--- src/rtl/wcsa_pkg.sv ---
// ----------------------------------------------------------------------------
// wcsa_pkg
// Shared types and constants for the within-class scatter accumulator.
// ----------------------------------------------------------------------------
package wcsa_pkg;

    // Fixed field widths
    localparam int VALUE_BITS = 16;
    localparam int ACC_BITS   = 64;
    localparam int IDX_BITS   = 3;

    // Default matrix dimension
    localparam int DIM_DEF = 8;

    // Request mode codes
    localparam logic [1:0] MODE_SAMPLE = 2'd0;
    localparam logic [1:0] MODE_READ   = 2'd1;
    localparam logic [1:0] MODE_CLEAR  = 2'd2;

    // Request transaction
    typedef struct packed {
        logic [1:0]                   mode;
        logic signed [VALUE_BITS-1:0] sample_value;
        logic signed [VALUE_BITS-1:0] mean_value;
        logic                         last_element;
    } req_t;

    // Response transaction
    typedef struct packed {
        logic [IDX_BITS-1:0]        row_index;
        logic [IDX_BITS-1:0]        column_index;
        logic signed [ACC_BITS-1:0] entry_value;
        logic                       last_entry;
    } rsp_t;

    // Controller to datapath commands
    typedef struct packed {
        logic cvec_wr;
        logic cvec_rd;
        logic load_dk;
        logic acc_rd;
        logic acc_pipe;
        logic out_load;
        logic clear_all;
    } cmd_t;

    // Datapath to controller status
    typedef struct packed {
        logic pipe_busy;
    } sts_t;

endpackage

--- src/rtl/wcsa_controller.sv ---
// ----------------------------------------------------------------------------
// wcsa_controller
// Request decode, element position tracking, outer-product sequencing and
// read-out sequencing with the response handshake.
// ----------------------------------------------------------------------------
module wcsa_controller #(
    parameter int DIM = 8,
    parameter int IW  = 3,
    parameter int AW  = 6
) (
    input  logic                          clk,
    input  logic                          rst_n,
    input  logic                          req_valid,
    output logic                          req_stall,
    input  logic [1:0]                    mode,
    input  logic                          last_element,
    output logic                          rsp_valid,
    input  logic                          rsp_stall,
    output wcsa_pkg::cmd_t                cmd,
    input  wcsa_pkg::sts_t                sts,
    output logic [IW-1:0]                 cvec_wr_addr,
    output logic [IW-1:0]                 cvec_rd_addr,
    output logic [AW-1:0]                 acc_addr,
    output logic [wcsa_pkg::IDX_BITS-1:0] row_index,
    output logic [wcsa_pkg::IDX_BITS-1:0] column_index,
    output logic                          last_entry
);
    import wcsa_pkg::*;

    localparam logic [2:0] ST_IDLE  = 3'd0;
    localparam logic [2:0] ST_ROW   = 3'd1;
    localparam logic [2:0] ST_COL   = 3'd2;
    localparam logic [2:0] ST_DRAIN = 3'd3;
    localparam logic [2:0] ST_RDW   = 3'd4;
    localparam logic [2:0] ST_OWAIT = 3'd5;

    localparam logic [IW-1:0] LAST_IDX = IW'(DIM - 1);

    logic [2:0]          state_reg,  state_next;
    logic [IW-1:0]       pos_reg,    pos_next;
    logic [IW-1:0]       kmax_reg,   kmax_next;
    logic [IW-1:0]       k_reg,      k_next;
    logic [IW-1:0]       l_reg,      l_next;
    logic [AW-1:0]       addr_reg,   addr_next;
    logic [IDX_BITS-1:0] row_reg;
    logic [IDX_BITS-1:0] col_reg;
    logic                last_reg;
    logic                accept;
    logic                rd_last;

    assign accept  = req_valid && (state_reg == ST_IDLE);
    assign rd_last = (k_reg == LAST_IDX) && (l_reg == LAST_IDX);

    // Sequence the block
    always_comb
    begin
        state_next   = state_reg;
        pos_next     = pos_reg;
        kmax_next    = kmax_reg;
        k_next       = k_reg;
        l_next       = l_reg;
        addr_next    = addr_reg;
        cmd          = '0;
        cvec_wr_addr = pos_reg;
        cvec_rd_addr = k_reg;
        acc_addr     = addr_reg;

        case (state_reg)
            ST_IDLE:
            begin
                if (accept)
                begin
                    case (mode)
                        MODE_SAMPLE:
                        begin
                            cmd.cvec_wr = 1'b1;
                            if (last_element)
                            begin
                                kmax_next  = pos_reg;
                                pos_next   = '0;
                                k_next     = '0;
                                l_next     = '0;
                                state_next = ST_ROW;
                            end
                            else if (pos_reg != LAST_IDX)
                            begin
                                pos_next = pos_reg + 1'b1;
                            end
                        end
                        MODE_READ:
                        begin
                            cmd.acc_rd = 1'b1;
                            acc_addr   = '0;
                            addr_next  = AW'(1);
                            k_next     = '0;
                            l_next     = '0;
                            state_next = ST_RDW;
                        end
                        MODE_CLEAR:
                        begin
                            cmd.clear_all = 1'b1;
                        end
                        default:
                        begin
                            state_next = ST_IDLE;
                        end
                    endcase
                end
            end

            // Fetch the row element d_k
            ST_ROW:
            begin
                cmd.cvec_rd  = 1'b1;
                cvec_rd_addr = k_reg;
                state_next   = ST_COL;
            end

            // Issue one multiply-accumulate per column
            ST_COL:
            begin
                cmd.load_dk  = (l_reg == '0);
                cmd.cvec_rd  = 1'b1;
                cmd.acc_rd   = 1'b1;
                cmd.acc_pipe = 1'b1;
                cvec_rd_addr = l_reg;
                acc_addr     = AW'(k_reg) * AW'(DIM) + AW'(l_reg);
                if (l_reg == kmax_reg)
                begin
                    l_next = '0;
                    if (k_reg == kmax_reg)
                    begin
                        state_next = ST_DRAIN;
                    end
                    else
                    begin
                        k_next     = k_reg + 1'b1;
                        state_next = ST_ROW;
                    end
                end
                else
                begin
                    l_next = l_reg + 1'b1;
                end
            end

            // Wait for the last write-back
            ST_DRAIN:
            begin
                if (!sts.pipe_busy)
                begin
                    state_next = ST_IDLE;
                end
            end

            // Capture the read entry
            ST_RDW:
            begin
                cmd.out_load = 1'b1;
                state_next   = ST_OWAIT;
            end

            // Hold the response until taken, then fetch the next entry
            ST_OWAIT:
            begin
                if (!rsp_stall)
                begin
                    if (last_reg)
                    begin
                        state_next = ST_IDLE;
                    end
                    else
                    begin
                        cmd.acc_rd = 1'b1;
                        acc_addr   = addr_reg;
                        addr_next  = addr_reg + 1'b1;
                        if (l_reg == LAST_IDX)
                        begin
                            l_next = '0;
                            k_next = k_reg + 1'b1;
                        end
                        else
                        begin
                            l_next = l_reg + 1'b1;
                        end
                        state_next = ST_RDW;
                    end
                end
            end

            default:
            begin
                state_next = ST_IDLE;
            end
        endcase
    end

    // Control registers
    always_ff @(posedge clk or negedge rst_n)
    begin
        if (!rst_n)
        begin
            state_reg <= ST_IDLE;
            pos_reg   <= '0;
            kmax_reg  <= '0;
            k_reg     <= '0;
            l_reg     <= '0;
            addr_reg  <= '0;
        end
        else
        begin
            state_reg <= state_next;
            pos_reg   <= pos_next;
            kmax_reg  <= kmax_next;
            k_reg     <= k_next;
            l_reg     <= l_next;
            addr_reg  <= addr_next;
        end
    end

    // Response tags
    always_ff @(posedge clk)
    begin
        if (cmd.out_load)
        begin
            row_reg  <= IDX_BITS'(k_reg);
            col_reg  <= IDX_BITS'(l_reg);
            last_reg <= rd_last;
        end
    end

    assign req_stall    = (state_reg != ST_IDLE);
    assign rsp_valid    = (state_reg == ST_OWAIT);
    assign row_index    = row_reg;
    assign column_index = col_reg;
    assign last_entry   = last_reg;

endmodule

--- config.mk ---
export PLATFORM = sky130hd
export DESIGN_NAME = wcsa_controller
export DESIGN_NICKNAME = d
export VERILOG_FILES = /design/src/rtl/wcsa_pkg.sv /design/src/rtl/wcsa_controller.sv
export SDC_FILE = /design/constraint.sdc
export NUM_CORES = 1
export LEC_CHECK = 0
export ABC_AREA = 1
export BUFFER_PORTS_ARGS = -buffer_cell sky130_fd_sc_hd__buf_4
export CORE_AREA = 3 3 101 79
export CTS_CLUSTER_DIAMETER = 120
export DETAILED_ROUTE_END_ITERATION = 8
export DIE_AREA = 0 0 104 82
export MAX_ROUTING_LAYER = met4
export SYNTH_ARGS = -nofsm -noshare
export SYNTH_HDL_FRONTEND = slang
export SYNTH_SLANG_ARGS = --single-unit
--- constraint.sdc ---
create_clock -name clk -period 4.6 [get_ports clk]
set_input_delay 0.23 -clock clk [delete_from_list [all_inputs] [get_ports clk]]
set_output_delay 0.23 -clock clk [all_outputs]
set_load 0.02 [all_outputs]
# Word level (Yosys, flattened, before mapping)

Index checks and enable logic that the tools add are counted.

Divide/modulo/power cells: 0
Equal/unequal tests: 23
Reduce and logical (&&, ||, !) cells: 16
$add $sub $neg: 5
Multiplexer cells: 49
Shift operators: 0
Bitwise operators: 0
$mul: 0
Magnitude comparators: 0

Operators with widths:

| cell                  | number |
|---|---|
| $mux W3               | 20 |
| $mux W6               | 6 |
| $pmux W3 S3           | 3 |
| $pmux W6 S2           | 2 |
| $pmux W3 S6           | 1 |
| $mux W1               | 14 |
| $ne A2 B2 Y1 const B  | 7 |
| $eq A3 B3 Y1 const B  | 4 |
| $reduce_and A6 Y1     | 2 |
| $add A3 B1 Y3 const B | 3 |
| $reduce_and A9 Y1     | 1 |
| $reduce_and A4 Y1     | 2 |
| $add A6 B1 Y6 const B | 1 |
| $add A6 B3 Y6         | 1 |
| $eq A3 B2 Y1 const B  | 2 |
| $eq A3 B3 Y1          | 2 |
| $logic_not A3 Y1      | 2 |
| $ne A3 B3 Y1 const B  | 2 |
| $pmux W3 S2           | 1 |
| $reduce_bool A3 Y1    | 2 |
| $reduce_and A5 Y1     | 1 |
| $ne A2 B1 Y1 const B  | 2 |
| $reduce_bool A2 Y1    | 2 |
| $eq A3 B1 Y1 const B  | 1 |
| other kinds (8)       | 9 |

Input port bits: 8
Word-level logic and storage cells: 102
Register bits: 28
Output and inout bits: 28
ROM bits: 0
RAM bits: 0
Latch bits: 0
Memories: 0

# Logic depth before layout (Yosys ltp)

Depth in word-level cells: 5
Mapped depth: 10
Mapped depth without buffers: 9

# Least setup slack after synthesis

Ideal clock, no wire load.

Path type: register to output
Start: register state_reg[0]
End: output port acc_addr[0]
Data arrival time: 1.520 ns
Setup slack: 2.850 ns
Path buffers: 1
Cell stages (with the launch flop): 7
Data required time: 4.370 ns
Cell sequence: dfrtp_1 > buf_6 > nor2_4 > nand2_4 > a21oi_1 > nor3_2 > o21ai_0

Cells in the longest elaborated chain, start to end: 4
Elaborated cells between the ends (all ways): 5
Classes of those cells: 1 x eq/ne; 2 x mux; 2 x reduce/logical

Ends and longest elaborated chain:

| item                   | line                                         | RTL |
|---|---|---|
| start, declared        | wcsa_controller.sv:39                        | `logic [2:0] state_reg, state_next;` |
| start signal, assigned | wcsa_controller.sv:212                       | `state_reg <= state_next;` |
| $logic_not A3 Y1       | wcsa_controller.sv:51, wcsa_controller.sv:68 |  |
| $logic_and A1 B1 Y1    | wcsa_controller.sv:51                        | `assign accept = req_valid && (state_reg == ST_IDLE);` |
| $mux W6                | wcsa_controller.sv:71                        | `if (accept)` |
| $pmux W6 S2 *          | wcsa_controller.sv:68                        | `case (state_reg)` |
| end, declared          | wcsa_controller.sv:23                        | `output logic [AW-1:0] acc_addr,` |

Mark *: on every way between the ends. The rest lies on a longest branch, timed or not.

==> impl_metrics.env <==
export IMPL_status="completed"
export IMPL_post_route_period_util_pct=45.6
export IMPL_num_antenna_cells=0
export IMPL_fin_nets=273
export IMPL_finalMaxSlewViolations=0
export IMPL_finalSetupViolCount=0
export IMPL_die_x_um=104
export IMPL_required_ns=4.37
export IMPL_cp_arrival_ns=1.87
export IMPL_synthDistinctLibCells=30
export IMPL_drt_drc_violations_left=0
export IMPL_worst_setup_path_end_kind="output pin"
export IMPL_start_kind="register"
export IMPL_grt_pass1_vias=1465
export IMPL_p_leak_uw=0.00108
export IMPL_grt_pass1_wl_mm=7.38
export IMPL_cts_path_max_buffers=2
export IMPL_path_max_fanout=9
export IMPL_dieArea_mm2=0.00853
export IMPL_largest_register_ffs=6
export IMPL_cts_tree="done"
export IMPL_vias=1509
export IMPL_dp_hpwl_mm=3.43
export IMPL_drive_gt1_share_pct=24.6
export IMPL_clock_sinks=28
export IMPL_final_util_pct=30.6
export IMPL_worstMarginPinSlew_ns=0.789
export IMPL_synth_cells=217
export IMPL_drtIter0Drc=70
export IMPL_start_util_pct=24.2
export IMPL_layout_common_cells="nand2_1 (55), buf_4 (35), inv_1 (26)"
export IMPL_ant_nets=0
export IMPL_place_gp_congestion=0.874
export IMPL_hold_class="primary input to register"
export IMPL_die_height_um=82
export IMPL_syn_avg_cell_area_um2=7.97
export IMPL_synthXorXnorAreaFrac_pct=1.52
export IMPL_synth_mux_area_share_pct=0
export IMPL_cts_made_buffers=3
export IMPL_synth_nets=233
export IMPL_area_delta_synth_final_pct=26.5
export IMPL_grt_ovfl_total=0
export IMPL_rsz0062_at_grt="false"
export IMPL_final_common_cell="nand2_1"
export IMPL_place_ws_ns=2.79
export IMPL_nFillCells=774
export IMPL_synth_top_area_share_pct=30.4
export IMPL_yosys_area_share_adder_pct=5.78
export IMPL_fin_ws_ns=2.50
export IMPL_ir_worst_vdd_v=0.000205
export IMPL_tns_ns=0
export IMPL_synthesis_area_mm2=0.00173
export IMPL_cts_root_buffer="clkbuf_8"
export IMPL_dr_pass1_iters=4
export IMPL_fp_row_count=27
export IMPL_ys_warn_count=0
export IMPL_finalNonFillerCells=357
export IMPL_wl_per_cell_um=11.8
export IMPL_coreArea_mm2=0.00716
export IMPL_maxCapViolCount=0
export IMPL_ys_seq_area_share_pct=42.5
export IMPL_synth_compound_area_share_pct=11.0
export IMPL_finalWirelength_mm=4.22
export IMPL_clkSlewWorstSetupHoldPaths_ns=0.09
export IMPL_max_freq_ghz=0.477
export IMPL_r2r_slack_ns=2.85
export IMPL_yosys_area_share_simple_pct=31.6
export IMPL_htreeDepth=1
export IMPL_relSlewSlack_pct=47.2
export IMPL_synth_area_leaders="dfrtp_1 (30%), edfxtp_1 (12%), nand2_1 (12%)"
export IMPL_p_per_area_mw_per_mm2=602
export IMPL_layout_area_seq_um2=736
export IMPL_antenna_found_initial=0
export IMPL_avgViaCountPerCell=4.23
export IMPL_crit_type="register to output pin"
export IMPL_clkLatencyLatePin_ns=0.27
export IMPL_postCtsSetupRepairBufs=0
export IMPL_finalClockSkew_ns=0.00211
export IMPL_multiInputGateArea_um2=863
export IMPL_period_minus_slack_ns=2.10
export IMPL_pin_count=36
export IMPL_synth_seq_cells=28
export IMPL_grt_max_degree=22
export IMPL_finalHoldViolCount=0
export IMPL_track_usage_pct=10.9
export IMPL_port_buffers=35
export IMPL_synth_top_family_by_area="simple AND/OR/NAND/NOR gates"
export IMPL_yosysTopAreaCell="dfrtp_1"
export IMPL_dp_cells=352
-- metal layers --
metal  part of all wire [%]  global-route usage [%]  vias up
met4                   0.24                    1.59        0
met3                    5.1                    2.44        2
li1                       -                       -      790
met2                     39                    15.2       32
met5                      0                       -        -
met1                     56                    16.3      685
-- per-stage QoR --
stage,hold slack [ns],cell area (um2),power (uW)
floorplan,-0.0656,1730,901
global placement,0.135,2110,1120
detailed placement,0.134,2110,1130
CTS,0.271,2190,1320
global route,0.301,2190,1440
finish,0.276,2190,1320
-- worst max-delay path, stage by stage (launching register included) --
cell	delay, ns
dfrtp_1	0.46
inv_2	0.17
nand2_1	0.09
nor2_1	0.61
buf_4	0.27
-- final cells by class --
class	count	area share, %
clock buffer	3	1.89
clock inverter	1	1.37
inverter	32	5.49
multi-input combinational	156	39.4
sequential	28	33.6
tap	101	5.77
timing repair buffer	36	12.5
-- report_power, final --
part | leakage [uW] | total (uW) | switching [uW] | internal [uW]
Clock | 0.0000357 | 193 | 76.3 | 117
Sequential | 0.000345 | 417 | 89.8 | 328
Combinational | 0.000699 | 707 | 453 | 254
Total | 0.00108 | 1320 | 620 | 698
-- cells in the mapped netlist, drive strengths merged --
cell	number
o21bai	1
buf	1
xnor2	2
o21a	1
a21oi	8
o31ai	1
nand3	13
dfrtp	21
edfxtp	7
nand2	61
ha	8
inv	32
xor2	1
nand4	4
o22ai	3
nor2	26
o21ai	21
or2	1
nor3	5
-- worst paths after layout --
path / cells after the start / end / startpoint
setup / recovery: 4 / cmd[1] / state_reg[1]$_DFFE_PN0P_
hold / removal: 4 / addr_reg[1]$_DFFE_PN0P_ / rsp_stall
setup reg to reg: 5 / state_reg[0]$_DFFE_PN0P_ / state_reg[1]$_DFFE_PN0P_
hold reg to reg: 2 / addr_reg[5]$_DFFE_PN0P_ / addr_reg[5]$_DFFE_PN0P_
max in group asynchronous: 2 / kmax_reg[2]$_DFFE_PN0P_ / rst_n
min in group asynchronous: 2 / k_reg[2]$_DFFE_PN0P_ / rst_n
-- cell families (layout without fill, tap and decap cells) --
| kind of cell | count (synthesis) | in the layout |
|---|---|---|
| AND/OR/NAND/NOR | 110 | 110 |
| flip-flops | 28 | 28 |
| adder cells (fa/ha/maj) | 8 | 8 |
| AO/OA/AOI/OAI | 35 | 35 |
| buffers and inverters | 33 | 72 |
| XOR/XNOR | 3 | 3 |
-- repair_timing --
item                      4_1_cts  5_1_grt
resized for setup               0        0
hold endpoints to repair       21        0
hold buffers                    1        0
Power figures use the tool's default switching activity.
